**src/design/mkh_pkg.sv**
```systemverilog
package mkh_pkg;

  localparam logic [31:0] MixMul     = 32'h5bd1_e995;
  localparam int unsigned MixShift   = 24;
  localparam int unsigned FinShiftA  = 13;
  localparam int unsigned FinShiftB  = 15;
  localparam logic [31:0] SeedReset  = 32'd97;

  // Datapath operations issued by the controller, one per cycle.
  typedef enum logic [2:0] {
    OP_NONE = 3'd0,
    OP_LOAD = 3'd1,  // capture word, seed the running hash on a first word
    OP_K1   = 3'd2,  // k = k * m
    OP_K2   = 3'd3,  // k = (k ^ k >> 24) * m
    OP_HMIX = 3'd4,  // h = (h * m) ^ k
    OP_TAIL = 3'd5,  // h = (h ^ tail) * m
    OP_FIN  = 3'd6   // f = (h ^ h >> 13) * m
  } dp_op_e;

  typedef struct packed {
    logic in_full;  // incoming word carries four or more bytes
    logic in_part;  // incoming word carries one to three bytes
    logic last_q;   // captured word ends its key
  } dp_status_t;

endpackage

```
**src/design/mkh_datapath.sv**
```systemverilog
module mkh_datapath
  import mkh_pkg::*;
(
  input  logic        clk_i,
  input  logic        rst_ni,
  input  dp_op_e      op_i,
  output dp_status_t  status_o,
  input  logic        seed_we_i,
  input  logic [31:0] seed_i,
  input  logic [31:0] key_word_i,
  input  logic [2:0]  word_bytes_i,
  input  logic        is_first_i,
  input  logic        is_last_i,
  input  logic [31:0] total_length_i,
  output logic [31:0] hash_value_o
);

  logic [31:0] seed_q;
  logic [31:0] h_q, h_d;
  logic [31:0] k_q, k_d;
  logic [31:0] f_q, f_d;
  logic        last_q, last_d;
  logic [31:0] byte_mask;
  logic [31:0] mul_a;
  logic [31:0] prod;

  always_comb begin
    case (word_bytes_i)
      3'd1:    byte_mask = 32'h0000_00ff;
      3'd2:    byte_mask = 32'h0000_ffff;
      3'd3:    byte_mask = 32'h00ff_ffff;
      default: byte_mask = 32'hffff_ffff;
    endcase
  end

  assign status_o.in_full = word_bytes_i[2];
  assign status_o.in_part = !word_bytes_i[2] && (word_bytes_i != 3'd0);
  assign status_o.last_q  = last_q;

  // Single shared constant multiplier; operand picked per operation.
  always_comb begin
    case (op_i)
      OP_K1:   mul_a = k_q;
      OP_K2:   mul_a = k_q ^ (k_q >> MixShift);
      OP_HMIX: mul_a = h_q;
      OP_TAIL: mul_a = h_q ^ k_q;
      OP_FIN:  mul_a = h_q ^ (h_q >> FinShiftA);
      default: mul_a = h_q;
    endcase
  end

  assign prod = mul_a * MixMul;

  always_comb begin
    h_d    = h_q;
    k_d    = k_q;
    f_d    = f_q;
    last_d = last_q;
    case (op_i)
      OP_LOAD: begin
        h_d    = is_first_i ? (seed_q ^ total_length_i) : h_q;
        k_d    = key_word_i & byte_mask;
        last_d = is_last_i;
      end
      OP_K1, OP_K2: k_d = prod;
      OP_HMIX:      h_d = prod ^ k_q;
      OP_TAIL:      h_d = prod;
      OP_FIN:       f_d = prod;
      default: ;
    endcase
  end

  always_ff @(posedge clk_i or negedge rst_ni) begin
    if (!rst_ni) begin
      seed_q <= SeedReset;
      h_q    <= '0;
      last_q <= 1'b0;
    end else begin
      if (seed_we_i) begin
        seed_q <= seed_i;
      end
      h_q    <= h_d;
      last_q <= last_d;
    end
  end

  always_ff @(posedge clk_i) begin
    k_q <= k_d;
    f_q <= f_d;
  end

  assign hash_value_o = f_q ^ (f_q >> FinShiftB);

endmodule

```
**src/design/mkh_ctrl.sv**
```systemverilog
module mkh_ctrl
  import mkh_pkg::*;
(
  input  logic       clk_i,
  input  logic       rst_ni,
  input  logic       in_valid_i,
  output logic       in_ready_o,
  output logic       out_valid_o,
  input  logic       out_ready_i,
  input  dp_status_t status_i,
  output dp_op_e     op_o
);

  typedef enum logic [5:0] {
    ST_IDLE = 6'b000001,
    ST_MIX1 = 6'b000010,
    ST_MIX2 = 6'b000100,
    ST_MIX3 = 6'b001000,
    ST_TAIL = 6'b010000,
    ST_FIN  = 6'b100000
  } state_e;

  state_e state_q, state_d;
  logic   out_valid_q, out_valid_d;
  logic   slot_free;

  assign slot_free  = !out_valid_q || out_ready_i;
  assign in_ready_o = (state_q == ST_IDLE);

  always_comb begin
    state_d     = state_q;
    op_o        = OP_NONE;
    out_valid_d = out_valid_q && !out_ready_i;
    case (state_q)
      ST_IDLE: begin
        if (in_valid_i) begin
          op_o = OP_LOAD;
          if (status_i.in_full) begin
            state_d = ST_MIX1;
          end else if (status_i.in_part) begin
            state_d = ST_TAIL;
          end else begin
            // empty word: finalize straight away if it ends the key
            state_d = ST_FIN;
          end
        end
      end
      ST_MIX1: begin
        op_o    = OP_K1;
        state_d = ST_MIX2;
      end
      ST_MIX2: begin
        op_o    = OP_K2;
        state_d = ST_MIX3;
      end
      ST_MIX3: begin
        op_o    = OP_HMIX;
        state_d = ST_FIN;
      end
      ST_TAIL: begin
        op_o    = OP_TAIL;
        state_d = ST_FIN;
      end
      ST_FIN: begin
        if (!status_i.last_q) begin
          state_d = ST_IDLE;
        end else if (slot_free) begin
          op_o        = OP_FIN;
          out_valid_d = 1'b1;
          state_d     = ST_IDLE;
        end
      end
      default: state_d = ST_IDLE;
    endcase
  end

  always_ff @(posedge clk_i or negedge rst_ni) begin
    if (!rst_ni) begin
      state_q     <= ST_IDLE;
      out_valid_q <= 1'b0;
    end else begin
      state_q     <= state_d;
      out_valid_q <= out_valid_d;
    end
  end

  assign out_valid_o = out_valid_q;

endmodule

```
**src/design/murmur2_key_hasher_top.sv**
```systemverilog
// Streaming 32-bit MurmurHash2 (multiplier 0x5bd1e995, shift 24). Send a key
// as little-endian 32-bit words, first byte in bits 7:0; mark the first word
// with is_first_i (it seeds the hash with hash_seed XOR total_length_i) and
// the final word with is_last_i. Only the last word may carry fewer than four
// bytes; an empty key is a single word with zero bytes. One hash word comes
// out per key. One constant multiplier does every multiply: a full word goes
// through accept, three multiplies and a check/finalize step, a 1-3 byte word
// through accept, a tail multiply and that step, an empty word through accept
// and that step; a last word finalizes there. The finished hash sits in an
// output register, so the next word is taken while the result waits; the
// block stalls only when a second result is ready before the first is taken.
// The seed may be written on the cfg port only while no key is in flight.
module murmur2_key_hasher_top
  import mkh_pkg::*;
(
  input  logic        clk_i,
  input  logic        rst_ni,
  // configuration: hash seed
  input  logic        cfg_valid_i,
  output logic        cfg_ready_o,
  input  logic [31:0] hash_seed_i,
  // key word input
  input  logic        in_valid_i,
  output logic        in_ready_o,
  input  logic [31:0] key_word_i,
  input  logic [2:0]  word_bytes_i,
  input  logic        is_first_i,
  input  logic        is_last_i,
  input  logic [31:0] total_length_i,
  // hash result
  output logic        out_valid_o,
  input  logic        out_ready_i,
  output logic [31:0] hash_value_o
);

  dp_op_e     op;
  dp_status_t status;

  // Seed writes are always taken.
  assign cfg_ready_o = 1'b1;

  mkh_ctrl u_ctrl (
    .clk_i       (clk_i),
    .rst_ni      (rst_ni),
    .in_valid_i  (in_valid_i),
    .in_ready_o  (in_ready_o),
    .out_valid_o (out_valid_o),
    .out_ready_i (out_ready_i),
    .status_i    (status),
    .op_o        (op)
  );

  mkh_datapath u_datapath (
    .clk_i          (clk_i),
    .rst_ni         (rst_ni),
    .op_i           (op),
    .status_o       (status),
    .seed_we_i      (cfg_valid_i),
    .seed_i         (hash_seed_i),
    .key_word_i     (key_word_i),
    .word_bytes_i   (word_bytes_i),
    .is_first_i     (is_first_i),
    .is_last_i      (is_last_i),
    .total_length_i (total_length_i),
    .hash_value_o   (hash_value_o)
  );

endmodule

```
**config.mk**
```make
export PLATFORM = sky130hd
export DESIGN_NAME = murmur2_key_hasher_top
export DESIGN_NICKNAME = d
export VERILOG_FILES = /design/src/design/mkh_pkg.sv /design/src/design/mkh_datapath.sv /design/src/design/mkh_ctrl.sv /design/src/design/murmur2_key_hasher_top.sv
export SDC_FILE = /design/constraint.sdc
export NUM_CORES = 1
export LEC_CHECK = 0
export BUFFER_PORTS_ARGS = -buffer_cell sky130_fd_sc_hd__buf_2
export CAP_MARGIN = 20
export CORE_UTILIZATION = 55
export DETAILED_ROUTE_END_ITERATION = 16
export PLACE_DENSITY = 0.78
export SYNTH_ARGS = -nofsm -noshare
export SYNTH_HDL_FRONTEND = slang
export SYNTH_SLANG_ARGS = --single-unit
```
**constraint.sdc**
```tcl
create_clock -name clk_i -period 24.4 [get_ports clk_i]
set_input_delay 3.66 -clock clk_i [delete_from_list [all_inputs] [get_ports clk_i]]
set_output_delay 3.66 -clock clk_i [all_outputs]
set_load 0.1 [all_outputs]
```
==> impl_metrics.csv, run 1 <==
group,metric,value,unit
yosys,synthTopCellsByArea,"fa_1 22%, ha_1 16%, edfxtp_1 12%, dfrtp_1 10%, inv_1 7.9%",
critical_path,slowest_delay,1070,ps
critical_path,end_kind,"flip-flop",
timing,fin_skew,11.2,ps
layout,fin_cells,2213,
floorplanning,core_region_area,0.0296,mm^2
global_route,grt_pass1_wl,74.6,mm
clock_network,clk_path_buf_depth,2,
floorplanning,die_h,175,um
drt,routed_via_density,5.93,
critical_path,required,24710,ps
timing,rsz0062_at_grt,"false",
placement,port_buffers,139,
timing,max_clock_freq,77.2,MHz
yosys,synth_nets,2199,
clock_network,cts_tree,"built",
floorplanning,placementRows,63,
layout,fin_nets,2310,
timing,drv_slew,0,
drt,met3_wirelength,5.04,mm
critical_path,criticalPathCategory,"input port to flip-flop",
min_path,min_to,"u_datapath.seed_q[27]",
drt,drc,0,
min_path,hold_path_class,"flip-flop to flip-flop",
critical_path,r2r_start,"u_ctrl.state_q[2]",
drt,drt_pass1_iterations,9,
clock_network,cts_hold_buffers,0,
layout,area_growth,9.84,%
clock_network,cts_post_setup_buffers_inserted,0,
floorplanning,ios,141,
clock_network,clkSlewWorstSetupHoldPaths,60,ps
critical_path,crit_top_cell,"fa_1",
yosys,syn-cell-area,0.0165,mm^2
clock_network,cts_resized,0,
clock_network,clk_latency,430,ps
yosys,synth-main-ff-cell,"dfrtp_1",
drt,wire_per_inst,22.0,um
yosys,yosysWarnings,0,
global_route,antenna_found_initial,0,
clock_network,cts_root_buffer,"clkbuf_16",
clock_network,cts_buffers,17,
clock_network,htreeDepth,4,
layout,fillers,2497,
yosys,netlist_instances,1698,
drt,drt-met1-wl,18.8,mm
timing,fin_crit_sh,53.1,%
layout,drive_gt1_share,13.7,%
timing,finalHoldViolCount,0,
drt,ant_nets,0,
critical_path,r2r_setup_slack,13690,ps
yosys,synthTopCellsByCount,"346 x inv_1, 215 x ha_1, 180 x fa_1",
global_route,grt_pass1_vias,13500,
yosys,ys_ff_latch,136,
status,status,"finished, final reports clean",
timing,fin_crit,12960,ps
placement,dp.cells,2180,
yosys,yosys.cell_types.count,70,
run,cap_violations,0,
floorplanning,start_util,55.8,%
critical_path,rr_worst_depth,28,
min_path,hold_depth,1,
critical_path,reg2reg_to,"u_datapath.h_q[31]",
placement,dp_hpwl,37.7,mm
global_route,grt_use_total,32.5,%
yosys,synth_edf_count,64,
yosys,synth_top_cell_by_area,"fa_1",
drt,wirelength,48.7,mm
timing,holdWs,524,ps
placement,place_congestion,1.02,
yosys,async_flop_share,52.9,%
critical_path,cpMaxStageDelayCell,"a221oi_1",
drt,wl_met2,22.4,mm
floorplanning,die-area,0.0308,mm^2
yosys,syn_area_per_cell,9.73,um^2
yosys,yosysMostFrequentCell,"inv_1",
min_path,hp-start,"u_datapath.seed_q[27]",
critical_path,crit_path_start_kind,"input port",
global_route,grt_overflow,0,
timing,setup_tns,0,ps
timing,setup_viol,0,
drt,dr.max_layer_used,"met4",
yosys,synth_top_area_share,21.8,%
floorplanning,dieWidth,175,um
clock_network,clock-sinks,136,
critical_path,arrival,13260,ps
global_route,grt_start_max_net_pins,73,
drt,drt_iter0_markers,1240,
timing,max_slew_margin,15.2,%
timing,worstMarginPinSlew,1270,ps
drt,vias,13100,
yosys,ys_seq_area_share,22.6,%
critical_path,worstPathMaxFanout,53,
critical path, delay by kind of cell:
family / cells / cell delay (ps)
AO/OA/AOI/OAI: 6 / 2700
XOR/XNOR: 2 / 580
adder cells (fa/ha/maj): 9 / 4060
buffers and inverters: 6 / 840
AND/OR/NAND/NOR: 7 / 1390
worst max path at each step:
stage,start,to,slack [ps],cells past startpoint
6_report,out_ready_i,u_datapath.h_q[31],11440,30
5_1_grt,out_ready_i,u_datapath.h_q[31],11150,30
4_1_cts,out_ready_i,u_datapath.h_q[31],11640,30
3_5_place_dp,out_ready_i,u_datapath.h_q[31],11210,30
3_3_place_gp,out_ready_i,u_datapath.h_q[31],11600,30
2_1_floorplan,out_ready_i,u_datapath.h_q[31],12080,27
sequential cells by signal (all words and copies together), names as in the netlist:
signal and count:
u_datapath.f_q 32, u_datapath.h_q 32, u_datapath.k_q 32, u_datapath.seed_q 32
u_ctrl.state_q 6, u_ctrl.out_valid_o 1, u_datapath.last_q 1
layout by cell type, fill, tap and decap left out, types with 34 or more instances in the layout:
| cell type | synthesis | routed |
|---|---|---|
| inv_1 | 346 | 346 |
| buf_2 | 7 | 138 |
| fa_1 | 180 | 180 |
| xnor2_1 | 68 | 68 |
| a21oi_1 | 77 | 77 |
| nor2_1 | 99 | 98 |
| mux2_2 | 34 | 34 |
| xor2_1 | 63 | 63 |
| ha_1 | 215 | 215 |
| dfrtp_1 | 68 | 68 |
| edfxtp_1 | 64 | 64 |
| nand2_1 | 90 | 89 |
| o21ai_0 | 57 | 55 |
through the flow:
stage                     area [um^2]  util, %  worst slack (ps)
after floorplan                 16500        -             12080
after global placement          17600     59.3             11600
after detailed placement        17600     59.3             11210
after CTS                       18200     61.3             11640
after global routing            18200     61.3             11150
final                           18200     61.3             11440
cells by family after synthesis:
kind of cell	count (synthesis)	share of synthesized area [%]
buffers and inverters	413	9.84
adder cells (fa/ha/maj)	395	38.1
AO/OA/AOI/OAI	294	11.7
AND/OR/NAND/NOR	290	8.18
flip-flops	136	22.6
XOR/XNOR	133	7.18
multiplexers	36	2.44
other	1	0.0227
routing by layer:
layer	vias to the layer above	GRT usage [%]
met4	0	15.5
met1	6418	41.5
met5	-	0
met2	742	51.5
li1	5821	-
met3	151	8.40
final cells by class:
cell class              instances  area, um^2  area share [%]
multi-input cells            1149       11200            61.8
flip-flops and latches        136        3730            20.5
inverters                     346        1300            7.15
repair buffers                159         848            4.67
well taps                     390         488            2.69
clock buffers                  20         437            2.41
clock inverters                12         128           0.703
diodes                          1        2.50          0.0138
Power of run 1 is not shown: default switching activity piles up to over one toggle a cycle in this logic, so the estimate is an artifact.
==> inputs of run 2 (changes only) <==
- PLACE_DENSITY: 0.78 -> 0.81
- clock period: 24.4 -> 11.1 ns (I/O delays scaled with it)
==> run 2 against run 1 <==
Effect of this change: register-to-register slack got worse by 12000 ps; worst setup slack got worse by 11000 ps; global-route usage increased by 0.98 points; count of clock-buffer cells in the layout increased by 3; utilization increased by 0.72 points; critical path depth decreased by 1; first-iteration DRC count increased by 58%; sequential share of layout area decreased by 0.24 points; clock skew decreased by 1.1 ps; sequential cell count unchanged.
==> impl_metrics.csv, run 2 (synthesis results as in run 1) <==
group,metric,value,unit
critical_path,cpMaxStageDelayCell,"fa_1",
timing,max_clock_freq,98.0,MHz
clock_network,cts_hold_buffers,0,
drt,drt_pass1_iterations,7,
timing,worstMarginPinSlew,1170,ps
placement,place_congestion,0.989,
layout,drive_gt1_share,14.7,%
critical_path,end_kind,"flip-flop",
floorplanning,die_h,175,um
placement,dp_hpwl,39.6,mm
timing,drv_slew,0,
drt,routed_via_density,6.03,
global_route,grt_start_max_net_pins,73,
clock_network,cts_root_buffer,"clkbuf_16",
timing,fin_crit_sh,91.9,%
clock_network,clk_latency,430,ps
timing,setup_viol,0,
placement,port_buffers,139,
clock_network,htreeDepth,4,
layout,layout_commonest_cell,"inv_1",
drt,ant_nets,0,
timing,max_slew_margin,21.2,%
layout,area_growth,11.1,%
clock_network,clk_path_buf_depth,2,
drt,drt_iter0_markers,1956,
floorplanning,core_region_area,0.0296,mm^2
timing,fin_crit,10200,ps
clock_network,clock-sinks,136,
floorplanning,die-area,0.0308,mm^2
timing,finalHoldViolCount,0,
layout,fin_nets,2333,
global_route,antenna_found_initial,0,
global_route,grt_use_total,33.5,%
min_path,hold_path_class,"flip-flop to flip-flop",
clock_network,clkSlewWorstSetupHoldPaths,60,ps
layout,diodes,0,
clock_network,cts_resized,0,
critical_path,worstPathMaxFanout,44,
clock_network,cts_tree,"built",
run,cap_violations,0,
timing,setup_tns,0,ps
critical_path,crit_top_cell,"fa_1",
drt,vias,13500,
clock_network,cts_buffers,17,
status,status,"finished, final reports clean",
global_route,grt_pass1_vias,13800,
floorplanning,placementRows,63,
global_route,grt_overflow,0,
critical_path,crit_buf_inv,7,
critical_path,slowest_delay,570,ps
global_route,grt_pass1_wl,77.3,mm
layout,most-common-layout-cells,"346 x inv_1, 215 x ha_1, 180 x fa_1",
timing,fin_skew,10.1,ps
critical_path,required,11410,ps
timing,rsz0062_at_grt,"false",
critical_path,arrival,10520,ps
clock_network,cts_post_setup_buffers_inserted,0,
floorplanning,dieWidth,175,um
critical_path,crit_path_start_kind,"input port",
drt,drc,0,
floorplanning,ios,141,
floorplanning,start_util,55.8,%
drt,wire_per_inst,22.4,um
critical_path,path_delay_family,"adder cells",
drt,wirelength,50.1,mm
critical_path,criticalPathCategory,"input port to flip-flop",
-- run 2: cell count changes in the layout (fill, tap and decap cells not counted), moves of 2 or more --
cell       before  now
buf_4          21   43
clkbuf_8        0    3
clkbuf_1        3    1
clkbuf_16      17   19
clkinv_2        5    3
clkinv_4        3    1
inv_4           0    2
-- run 2: path summary, 6_finish.rpt --
path / endpoint / cells past startpoint / slack [ps] / startpoint
setup / recovery: u_datapath.h_q[31] / 29 / 900 / out_ready_i
hold / removal: u_datapath.seed_q[28] / 1 / 530 / u_datapath.seed_q[28]
setup reg to reg: u_datapath.h_q[31] / 29 / 1240 / u_ctrl.state_q[1]
hold reg to reg: u_datapath.seed_q[28] / 1 / 530 / u_datapath.seed_q[28]
max in group asynchronous: u_ctrl.state_q[0] / 2 / 9240 / rst_ni
min in group asynchronous: u_datapath.seed_q[20] / 1 / 1200 / rst_ni
-- run 2: routing by layer --
metal	GRT usage, %	routed length [um]	vias to the layer above
met3	6.62	5310	184
met5	0	0	-
li1	-	-	5855
met1	42.5	18500	6593
met4	15.8	2590	0
met2	54.9	23700	851
-- run 2: layout make-up --
cell class / count / area [um^2]
repair buffers: 182 / 1030
inverters: 346 / 1300
clock buffers: 23 / 520
multi-input cells: 1149 / 11200
well taps: 390 / 488
clock inverters: 9 / 82.6
flip-flops and latches: 136 / 3730
fillers: 2420 / 11300
-- run 2: per-stage QoR --
stage,cells,hold slack [ps],util (%),worst slack [ps],instance area [um^2]
2_1_floorplan,1698,487,-,770,16500
3_3_place_gp,2202,510,59.9,985,17700
3_5_place_dp,2202,516,59.9,604,17700
4_1_cts,2234,530,61.9,1010,18300
5_1_grt,2235,537,62.0,536,18400
6_report,2235,525,62.0,897,18400
Power of run 2 is left out for the same reason.
